**src/rtl/mp3ss_pkg.sv**
```systemverilog
package mp3ss_pkg;

    localparam int BYTE_BITS         = 8;
    localparam int FRAME_BITS        = 11;
    localparam int POS_BITS          = 4;
    localparam int TAG_BODY_BITS     = 28;
    localparam int SKIP_BITS_DEFAULT = 29;

    localparam int NUM_CLASSES = 3;
    localparam int NUM_RATES   = 16;
    localparam int NUM_FREQS   = 4;
    localparam int TBL_DEPTH   = NUM_CLASSES * NUM_RATES * NUM_FREQS;
    localparam int TBL_IDX_BITS = $clog2(TBL_DEPTH);

    localparam logic [1:0] CLS_FULL    = 2'd0;
    localparam logic [1:0] CLS_HALF    = 2'd1;
    localparam logic [1:0] CLS_QUARTER = 2'd2;

    localparam logic [BYTE_BITS-1:0] BYTE_ID3_I = 8'h49;
    localparam logic [BYTE_BITS-1:0] BYTE_ID3_D = 8'h44;
    localparam logic [BYTE_BITS-1:0] BYTE_ID3_3 = 8'h33;
    localparam logic [BYTE_BITS-1:0] BYTE_SYNC  = 8'hff;

    localparam int unsigned RATE_FULL [NUM_RATES] = '{
        0, 32000, 40000, 48000, 56000, 64000, 80000, 96000,
        112000, 128000, 160000, 192000, 224000, 256000, 320000, 0};
    localparam int unsigned RATE_LOW [NUM_RATES] = '{
        0, 8000, 16000, 24000, 32000, 40000, 48000, 56000,
        64000, 80000, 96000, 112000, 128000, 144000, 160000, 0};
    localparam int unsigned FREQ_DIV [NUM_FREQS] = '{44100, 48000, 32000, 1};
    localparam int unsigned CLASS_SCALE [NUM_CLASSES] = '{144, 144, 288};

    typedef struct packed {
        logic load_ver;
        logic store_tag6;
        logic store_tag7;
        logic store_tag8;
        logic load_skip;
        logic dec_skip;
        logic load_frame;
        logic dec_frame;
    } dp_cmd_t;

    typedef struct packed {
        logic is_id3_i;
        logic is_id3_d;
        logic is_id3_3;
        logic is_sync;
        logic msb_set;
        logic byte1_ok;
        logic byte2_ok;
        logic frame_short;
        logic body_zero;
        logic skip_one;
        logic frame_zero;
        logic frame_one;
    } dp_stat_t;

endpackage

```
**src/rtl/mp3ss_dp.sv**
```systemverilog
module mp3ss_dp
    import mp3ss_pkg::*;
#(
    parameter int SKIP_COUNTER_BITS = SKIP_BITS_DEFAULT
) (
    input  logic                 aclk,
    input  logic [BYTE_BITS-1:0] data_byte,
    input  dp_cmd_t              cmd,
    output dp_stat_t             stat
);

    logic [1:0]                   ver_reg, ver_next;
    logic [6:0]                   tag6_reg, tag6_next;
    logic [6:0]                   tag7_reg, tag7_next;
    logic [6:0]                   tag8_reg, tag8_next;
    logic [SKIP_COUNTER_BITS-1:0] skip_reg, skip_next;
    logic [FRAME_BITS-1:0]        frame_reg, frame_next;

    logic [FRAME_BITS-1:0]        frame_tbl [TBL_DEPTH];
    logic [1:0]                   cls;
    logic [TBL_IDX_BITS-1:0]      tbl_idx;
    logic [FRAME_BITS-1:0]        frame_len;
    logic [TAG_BODY_BITS-1:0]     body;
    logic [SKIP_COUNTER_BITS-1:0] skip_load;

    for (genvar c = 0; c < NUM_CLASSES; c++) begin : g_cls
        for (genvar r = 0; r < NUM_RATES; r++) begin : g_rate
            for (genvar f = 0; f < NUM_FREQS; f++) begin : g_freq
                localparam int unsigned Rate = (c == 0) ? RATE_FULL[r] : RATE_LOW[r];
                localparam int unsigned Size =
                    (f == NUM_FREQS - 1) ? 0 : (Rate * CLASS_SCALE[c]) / FREQ_DIV[f];
                assign frame_tbl[(c * NUM_RATES + r) * NUM_FREQS + f] = FRAME_BITS'(Size);
            end
        end
    end

    always_comb begin
        if (ver_reg[0]) begin
            cls = CLS_FULL;
        end else if (ver_reg[1]) begin
            cls = CLS_HALF;
        end else begin
            cls = CLS_QUARTER;
        end
    end

    assign tbl_idx   = TBL_IDX_BITS'({cls, data_byte[7:4], data_byte[3:2]});
    assign frame_len = frame_tbl[tbl_idx] + FRAME_BITS'(data_byte[1]);

    assign body = {tag6_reg, tag7_reg, tag8_reg, 7'd0} | TAG_BODY_BITS'(data_byte);

    if (SKIP_COUNTER_BITS >= TAG_BODY_BITS) begin : g_skip_wide
        assign skip_load = SKIP_COUNTER_BITS'(body);
    end else begin : g_skip_sat
        assign skip_load = (|body[TAG_BODY_BITS-1:SKIP_COUNTER_BITS]) ?
                           {SKIP_COUNTER_BITS{1'b1}} : body[SKIP_COUNTER_BITS-1:0];
    end

    always_comb begin
        stat.is_id3_i    = data_byte == BYTE_ID3_I;
        stat.is_id3_d    = data_byte == BYTE_ID3_D;
        stat.is_id3_3    = data_byte == BYTE_ID3_3;
        stat.is_sync     = data_byte == BYTE_SYNC;
        stat.msb_set     = data_byte[7];
        stat.byte1_ok    = (data_byte[7:5] == 3'b111) && (data_byte[2:1] == 2'b01);
        stat.byte2_ok    = (data_byte[7:4] != 4'hf) && (data_byte[3:2] != 2'b11);
        stat.frame_short = frame_len < FRAME_BITS'(4);
        stat.body_zero   = skip_load == '0;
        stat.skip_one    = skip_reg == SKIP_COUNTER_BITS'(1);
        stat.frame_zero  = frame_reg == '0;
        stat.frame_one   = frame_reg == FRAME_BITS'(1);
    end

    always_comb begin
        ver_next   = ver_reg;
        tag6_next  = tag6_reg;
        tag7_next  = tag7_reg;
        tag8_next  = tag8_reg;
        skip_next  = skip_reg;
        frame_next = frame_reg;
        if (cmd.load_ver) begin
            ver_next = data_byte[4:3];
        end
        if (cmd.store_tag6) begin
            tag6_next = data_byte[6:0];
        end
        if (cmd.store_tag7) begin
            tag7_next = data_byte[6:0];
        end
        if (cmd.store_tag8) begin
            tag8_next = data_byte[6:0];
        end
        if (cmd.load_skip) begin
            skip_next = skip_load;
        end else if (cmd.dec_skip) begin
            skip_next = skip_reg - SKIP_COUNTER_BITS'(1);
        end
        if (cmd.load_frame) begin
            frame_next = frame_len - FRAME_BITS'(4);
        end else if (cmd.dec_frame) begin
            frame_next = frame_reg - FRAME_BITS'(1);
        end
    end

    always_ff @(posedge aclk) begin
        ver_reg   <= ver_next;
        tag6_reg  <= tag6_next;
        tag7_reg  <= tag7_next;
        tag8_reg  <= tag8_next;
        skip_reg  <= skip_next;
        frame_reg <= frame_next;
    end

endmodule

```
**src/rtl/mp3ss_ctrl.sv**
```systemverilog
module mp3ss_ctrl
    import mp3ss_pkg::*;
(
    input  logic     aclk,
    input  logic     aresetn,
    input  logic     s_tvalid,
    input  logic     s_tlast,
    output logic     s_tready,
    output logic     m_tvalid,
    input  logic     m_tready,
    output logic     m_verdict,
    input  dp_stat_t stat,
    output dp_cmd_t  cmd
);

    localparam logic [2:0] PH_START     = 3'd0;
    localparam logic [2:0] PH_TAG       = 3'd1;
    localparam logic [2:0] PH_TAGSKIP   = 3'd2;
    localparam logic [2:0] PH_HDR1      = 3'd3;
    localparam logic [2:0] PH_FRAMESKIP = 3'd4;
    localparam logic [2:0] PH_HDR2      = 3'd5;
    localparam logic [2:0] PH_TAIL      = 3'd6;

    logic [2:0]          phase_reg, phase_next;
    logic [POS_BITS-1:0] pos_reg, pos_next;
    logic                decided_reg, decided_next;
    logic                m_tvalid_reg, m_tvalid_next;
    logic                verdict_reg, verdict_next;

    logic                fire;
    logic                res_valid;
    logic                res_value;
    logic                undecided;
    logic                fail;
    logic                pass;

    assign s_tready  = !m_tvalid_reg || m_tready;
    assign fire      = s_tvalid && s_tready;
    assign m_tvalid  = m_tvalid_reg;
    assign m_verdict = verdict_reg;

    always_comb begin
        phase_next = phase_reg;
        pos_next   = pos_reg;
        cmd        = '0;
        undecided  = 1'b0;
        fail       = 1'b0;
        pass       = 1'b0;
        unique case (phase_reg)
            PH_START: begin
                pos_next = POS_BITS'(1);
                if (stat.is_id3_i) begin
                    phase_next = PH_TAG;
                end else if (stat.is_sync) begin
                    phase_next = PH_HDR1;
                end else begin
                    fail = 1'b1;
                end
            end
            PH_TAG: begin
                cmd.store_tag6 = pos_reg == POS_BITS'(6);
                cmd.store_tag7 = pos_reg == POS_BITS'(7);
                cmd.store_tag8 = pos_reg == POS_BITS'(8);
                if ((pos_reg == POS_BITS'(1) && !stat.is_id3_d) ||
                    (pos_reg == POS_BITS'(2) && !stat.is_id3_3) ||
                    ((pos_reg == POS_BITS'(3) || pos_reg == POS_BITS'(4)) && stat.is_sync) ||
                    (pos_reg >= POS_BITS'(6) && pos_reg <= POS_BITS'(8) && stat.msb_set) ||
                    pos_reg > POS_BITS'(9)) begin
                    fail = 1'b1;
                end else if (pos_reg < POS_BITS'(9)) begin
                    pos_next = pos_reg + POS_BITS'(1);
                end else begin
                    cmd.load_skip = 1'b1;
                    pos_next      = '0;
                    phase_next    = stat.body_zero ? PH_START : PH_TAGSKIP;
                end
            end
            PH_TAGSKIP: begin
                cmd.dec_skip = 1'b1;
                if (stat.skip_one) begin
                    phase_next = PH_START;
                end
            end
            PH_HDR1: begin
                if (pos_reg == POS_BITS'(1)) begin
                    cmd.load_ver = 1'b1;
                    fail         = !stat.byte1_ok;
                    pos_next     = pos_reg + POS_BITS'(1);
                end else if (pos_reg == POS_BITS'(2)) begin
                    cmd.load_frame = 1'b1;
                    fail           = !stat.byte2_ok || stat.frame_short;
                    pos_next       = pos_reg + POS_BITS'(1);
                end else if (pos_reg == POS_BITS'(3)) begin
                    pos_next   = '0;
                    phase_next = stat.frame_zero ? PH_HDR2 : PH_FRAMESKIP;
                end else begin
                    fail = 1'b1;
                end
            end
            PH_FRAMESKIP: begin
                cmd.dec_frame = 1'b1;
                if (stat.frame_one) begin
                    phase_next = PH_HDR2;
                    pos_next   = '0;
                end
            end
            PH_HDR2: begin
                pos_next = pos_reg + POS_BITS'(1);
                if (pos_reg == POS_BITS'(0)) begin
                    fail = !stat.is_sync;
                end else if (pos_reg == POS_BITS'(1)) begin
                    fail = !stat.byte1_ok;
                end else if (pos_reg == POS_BITS'(2)) begin
                    fail = !stat.byte2_ok;
                end else if (pos_reg == POS_BITS'(3)) begin
                    phase_next = PH_TAIL;
                end else begin
                    fail = 1'b1;
                end
            end
            PH_TAIL: begin
                pass = 1'b1;
            end
            default: begin
                fail = 1'b1;
            end
        endcase
        undecided = !fail && !pass;

        if (!fire || decided_reg) begin
            cmd        = '0;
            phase_next = phase_reg;
            pos_next   = pos_reg;
        end
    end

    always_comb begin
        res_valid    = 1'b0;
        res_value    = pass;
        decided_next = decided_reg;
        if (fire) begin
            if (decided_reg) begin
                if (s_tlast) begin
                    decided_next = 1'b0;
                end
            end else if (!undecided || s_tlast) begin
                res_valid    = 1'b1;
                decided_next = !s_tlast;
            end
        end
    end

    always_comb begin
        m_tvalid_next = m_tvalid_reg;
        verdict_next  = verdict_reg;
        if (res_valid) begin
            m_tvalid_next = 1'b1;
            verdict_next  = res_value;
        end else if (m_tready) begin
            m_tvalid_next = 1'b0;
        end
    end

    always_ff @(posedge aclk) begin
        if (!aresetn) begin
            phase_reg    <= PH_START;
            pos_reg      <= '0;
            decided_reg  <= 1'b0;
            m_tvalid_reg <= 1'b0;
        end else if (res_valid) begin
            phase_reg    <= PH_START;
            pos_reg      <= '0;
            decided_reg  <= decided_next;
            m_tvalid_reg <= m_tvalid_next;
        end else begin
            phase_reg    <= phase_next;
            pos_reg      <= pos_next;
            decided_reg  <= decided_next;
            m_tvalid_reg <= m_tvalid_next;
        end
    end

    always_ff @(posedge aclk) begin
        verdict_reg <= verdict_next;
    end

endmodule

```
**src/rtl/mp3_stream_sniffer_top.sv**
```systemverilog
// The block reads a buffer one byte per transaction on the slave channel, with
// s_tlast high on the final byte, and gives one verdict per buffer on the master
// channel: 1 if the buffer starts like an MPEG audio layer III stream, else 0.
// Leading ID3v2 tags are skipped, then two consecutive valid frame headers are
// required, with at least one byte after the four bytes of the second header.
// A verdict of 0 is given at the first byte that fails a check, or at the last
// byte if nothing was decided earlier; bytes after the verdict are dropped up to
// and including the last byte of that buffer.
// One byte is taken per cycle while s_tready is high; the frame length comes
// from a constant table in the same cycle as the third header byte, so no byte
// ever waits on it. The verdict appears in the cycle after the byte that
// decides it and is held in an output register until it is taken. s_tready is
// low whenever a verdict is held and m_tready is low, so a stalling receiver
// halts the byte stream; a verdict taken in a cycle frees the register for a
// verdict decided in that same cycle. Synchronous reset drops any pending
// verdict and returns to the start of a buffer.
module mp3_stream_sniffer_top
    import mp3ss_pkg::*;
#(
    parameter int SKIP_COUNTER_BITS = SKIP_BITS_DEFAULT
) (
    input  logic       aclk,
    input  logic       aresetn,
    input  logic       s_tvalid,
    output logic       s_tready,
    input  logic [7:0] s_tdata,   // [7:0] data_byte
    input  logic       s_tlast,
    output logic       m_tvalid,
    input  logic       m_tready,
    output logic [7:0] m_tdata    // [0] verdict, [7:1] zero
);

    dp_cmd_t  cmd;
    dp_stat_t stat;
    logic     verdict;

    mp3ss_ctrl u_ctrl (
        .aclk      (aclk),
        .aresetn   (aresetn),
        .s_tvalid  (s_tvalid),
        .s_tlast   (s_tlast),
        .s_tready  (s_tready),
        .m_tvalid  (m_tvalid),
        .m_tready  (m_tready),
        .m_verdict (verdict),
        .stat      (stat),
        .cmd       (cmd)
    );

    mp3ss_dp #(
        .SKIP_COUNTER_BITS (SKIP_COUNTER_BITS)
    ) u_dp (
        .aclk      (aclk),
        .data_byte (s_tdata),
        .cmd       (cmd),
        .stat      (stat)
    );

    assign m_tdata = {7'd0, verdict};

endmodule

```
**config.mk**
```make
export PLATFORM = sky130hd
export DESIGN_NAME = mp3_stream_sniffer_top
export DESIGN_NICKNAME = d
export VERILOG_FILES = /design/src/rtl/mp3ss_pkg.sv /design/src/rtl/mp3ss_dp.sv /design/src/rtl/mp3ss_ctrl.sv /design/src/rtl/mp3_stream_sniffer_top.sv
export SDC_FILE = /design/constraint.sdc
export NUM_CORES = 1
export LEC_CHECK = 0
export ABC_AREA = 1
export BUFFER_PORTS_ARGS = -buffer_cell sky130_fd_sc_hd__buf_4
export CORE_UTILIZATION = 40
export CTS_BUF_LIST = sky130_fd_sc_hd__clkbuf_16
export DETAILED_ROUTE_END_ITERATION = 7
export PLACE_DENSITY = 0.6
export SLEW_MARGIN = 20
export SYNTH_ARGS = -nofsm -noshare
export SYNTH_HDL_FRONTEND = slang
export SYNTH_SLANG_ARGS = --single-unit
export TNS_END_PERCENT = 100
```
**constraint.sdc**
```tcl
create_clock -name aclk -period 3.6 [get_ports aclk]
set_input_delay 0.36 -clock aclk [delete_from_list [all_inputs] [get_ports aclk]]
set_output_delay 0.36 -clock aclk [all_outputs]
set_load 0.005 [all_outputs]
```
==> impl_metrics.env <==
export IMPL_run_status="completed"
export IMPL_final_hold_vio_count=0
export IMPL_achievable_frequency_mhz=325
export IMPL_ys_warnings_count=0
export IMPL_tritoncts="yes"
export IMPL_ff2ff_setup_slack_ns=0.60
export IMPL_pwr_share_clk_pct=43.4
export IMPL_syn_area_per_cell_um2=6.99
export IMPL_placedInstanceArea_um2=6250
export IMPL_ys_top_cells_by_count="nand2_1, nor2_1, inv_1"
export IMPL_layout_cells_non_filler=1061
export IMPL_dieArea_um2=15200
export IMPL_clkSinkCount=73
export IMPL_synth_area_leaders="edfxtp_1, nand2_1, nor2_1"
export IMPL_yosysMostFrequentCell="nand2_1"
export IMPL_post_cts_buffers=0
export IMPL_powerDensity_nw_per_um2=328
export IMPL_endpoint_kind="flip-flop"
export IMPL_worstRegToRegCells=20
export IMPL_stdcell_area_um2=6560
export IMPL_place_detailed_instances=1045
export IMPL_place_port_buffers=15
export IMPL_top_level_ports=23
export IMPL_cts_root_buffer_cell="clkbuf_16"
export IMPL_synth_edff_count=63
export IMPL_drc_viols=0
export IMPL_detail_route_first_pass_iterations=5
export IMPL_switching_power_uw=592
export IMPL_num_antenna_cells=0
export IMPL_global_route_usage_total_pct=21.5
export IMPL_largest_reg_flops=29
export IMPL_hold_path_endpoint="u_ctrl.m_tvalid"
export IMPL_drtIter0Drc=498
export IMPL_yosys_cell_types_count=48
export IMPL_drive_gt1_share_pct=11.3
export IMPL_path_max_fanout=4
export IMPL_dieWidth_um=123
export IMPL_largest_net_degree_at_the_start_of_global_routing=29
export IMPL_drv_slew=0
export IMPL_crit_type="in2reg"
export IMPL_async_flop_share_pct=0
export IMPL_post_route_min_period_ns=3.08
export IMPL_setup_violations_final=0
export IMPL_synth_yosys_seq_area_share_pct=35.5
export IMPL_detail_route_wirelength_mm=15.2
export IMPL_cts_repair_resized=0
export IMPL_rsz0062_at_grt="false"
export IMPL_max_slew_margin_rel_pct=60.7
export IMPL_rows=44
export IMPL_total_leakage_power_uw=0.00283
export IMPL_synth_ff_type="edfxtp_1"
export IMPL_intPower_uw=1560
export IMPL_worst_slew_pin_slew_ns=0.585
export IMPL_post_synth_top_area_cell="edfxtp_1"
export IMPL_grt_antenna_before_repair=0
export IMPL_layout_nets=902
export IMPL_timing_critical_path_arrival_ns=3.14
export IMPL_clkLatencyLatePin_ns=0.35
export IMPL_finalPower_uw=2150
export IMPL_worstHoldPathCells=3
export IMPL_vias_per_cell=5.21
export IMPL_ys_seq_elements=73
export IMPL_comb_power_share_pct=13.7
export IMPL_detailed_place_hpwl_mm=11.6
export IMPL_setup_total_negative_slack_ns=0
export IMPL_place_gp_congestion=0.962
export IMPL_tritoncts_buffer_count=9
export IMPL_power_share_sequential_pct=42.9
export IMPL_floorplan_initialDensity_pct=40.7
export IMPL_grt_overflow=0
export IMPL_hp_class="in2reg"
export IMPL_cts_hold_buffers=0
export IMPL_core_area_um2=14500
export IMPL_clock_tree_htree_level_count=3
export IMPL_die_height_um=123
export IMPL_worst_ir_drop_vdd_v=0.000204
export IMPL_grt_pass1_wl_mm=25.2
export IMPL_hold_start="aresetn"
export IMPL_netlist_instances=844
export IMPL_clk_pin_slew_worst_paths_ns=0.06
export IMPL_drt_wirelength_per_cell_um=14.3
export IMPL_final_period_utilization_pct=85.6
export IMPL_vias_in_the_first_global_route=5163
export IMPL_r2r_start="u_dp.ver_reg[0]"
export IMPL_synthesis_area_um2=5900
export IMPL_final_antenna_net_count=0
export IMPL_power_share_switching_pct=27.5
export IMPL_r2r_path_end="u_ctrl.m_verdict"
export IMPL_vias=5523
export IMPL_timing_clock_skew_ns=0.00944
export IMPL_area_growth_synth_to_final_pct=11.2
export IMPL_netlist_area_leader_share_pct=32.1
export IMPL_worstSetupStartpointType="input pin"
export IMPL_worst_endpoint_required_ns=3.66
export IMPL_ctsLongestPathBuffers=2
export IMPL_max_cap_viol_count=0
[layer usage]
| metal | share of wire [%] | wire length (um) | vias up | track usage [%] |
|---|---|---|---|---|
| met3 | 4.9 | 744 | 29 | 3.87 |
| li1 | - | - | 2839 | - |
| met5 | 0 | 0 | - | 0 |
| met4 | 2.9 | 443 | 0 | 8.43 |
| met2 | 43 | 6600 | 170 | 32.6 |
| met1 | 49 | 7410 | 2485 | 30.0 |
[logic make-up (layout without fill, tap and decap cells)]
kind of cell	count (synthesis)	count (layout)	share of synthesized area, %
and+or+nand+nor	503	503	37.6
buffers and inverters	124	151	9.21
AOI/OAI and AO/OA	98	98	9.83
DFF	73	73	35.5
xor gates and xnor gates	27	27	4.01
adders and majority gates	17	17	3.61
other	1	7	0.0636
muxes	1	1	0.170
[critical path, stage by stage]
cell,delay [ns]
buf_4,0.12
inv_1,0.08
ha_1,0.20
inv_1,0.10
nor2_1,0.12
nand2_1,0.12
a21oi_1,0.18
nand3_1,0.09
a31oi_1,0.17
ha_1,0.21
ha_1,0.20
nand3_2,0.11
inv_2,0.06
nand2_1,0.06
nor2_2,0.17
nand3_1,0.11
nand2_2,0.11
nand2_2,0.05
nor2_2,0.10
nand2_1,0.07
nand2_1,0.07
nand2_2,0.06
nand3_2,0.08
nand3_4,0.09
inv_1,0.07
[through the flow]
stage	util, %	hold slack, ns	worst slack [ns]
floorplan	-	0.459	0.159
global placement	43.1	0.514	0.218
detailed placement	43.1	0.516	0.158
CTS	45.3	0.266	0.529
global route	45.3	0.273	0.114
finish	45.3	0.275	0.519
[power by group through the flow]
stage / registers [uW] / logic (uW) / clock network (uW)
after floorplan: 938 / 213 / 0
after global placement: 940 / 292 / 0
after detailed placement: 940 / 289 / 0
after CTS: 922 / 291 / 956
after global routing: 922 / 331 / 988
final: 922 / 294 / 934
[cells in the final DEF (no fill, tap or decap), drive strengths merged, types with 2 or more instances in the layout]
cell,count
o21ai,45
a31oi,10
xnor2,12
o211ai,3
edfxtp,63
nor2,122
o22ai,4
ha,17
nand4,10
or2,4
nand3,73
xor2,15
a21oi,19
buf,35
nor3,13
clkinv,5
nand3b,4
dfxtp,10
o31ai,5
clkbuf,9
nor4,17
o21bai,2
o2111ai,2
nand2,260
inv,101
conb,7
[worst max path at each step]
| stage | cells past startpoint | slack, ns | endpoint | startpoint |
|---|---|---|---|---|
| floorplan | 6 | 0.16 | u_dp.skip_reg[0] | m_tready |
| global placement | 25 | 0.22 | u_ctrl.m_verdict | s_tdata[3] |
| detailed placement | 23 | 0.16 | u_ctrl.m_verdict | s_tdata[3] |
| CTS | 23 | 0.53 | u_ctrl.m_verdict | s_tdata[3] |
| global route | 25 | 0.11 | u_ctrl.m_verdict | s_tdata[3] |
| finish | 25 | 0.52 | u_ctrl.m_verdict | s_tdata[3] |
[layout make-up]
class	count	area, um^2
clock buffers	9	225
fillers	1498	7920
well taps	184	230
repair buffers	35	263
multi-input cells	653	3290
clock inverters	7	85.1
inverters	100	375
flip-flops and latches	73	2090
Note: power is estimated with default switching activity, not from simulation.
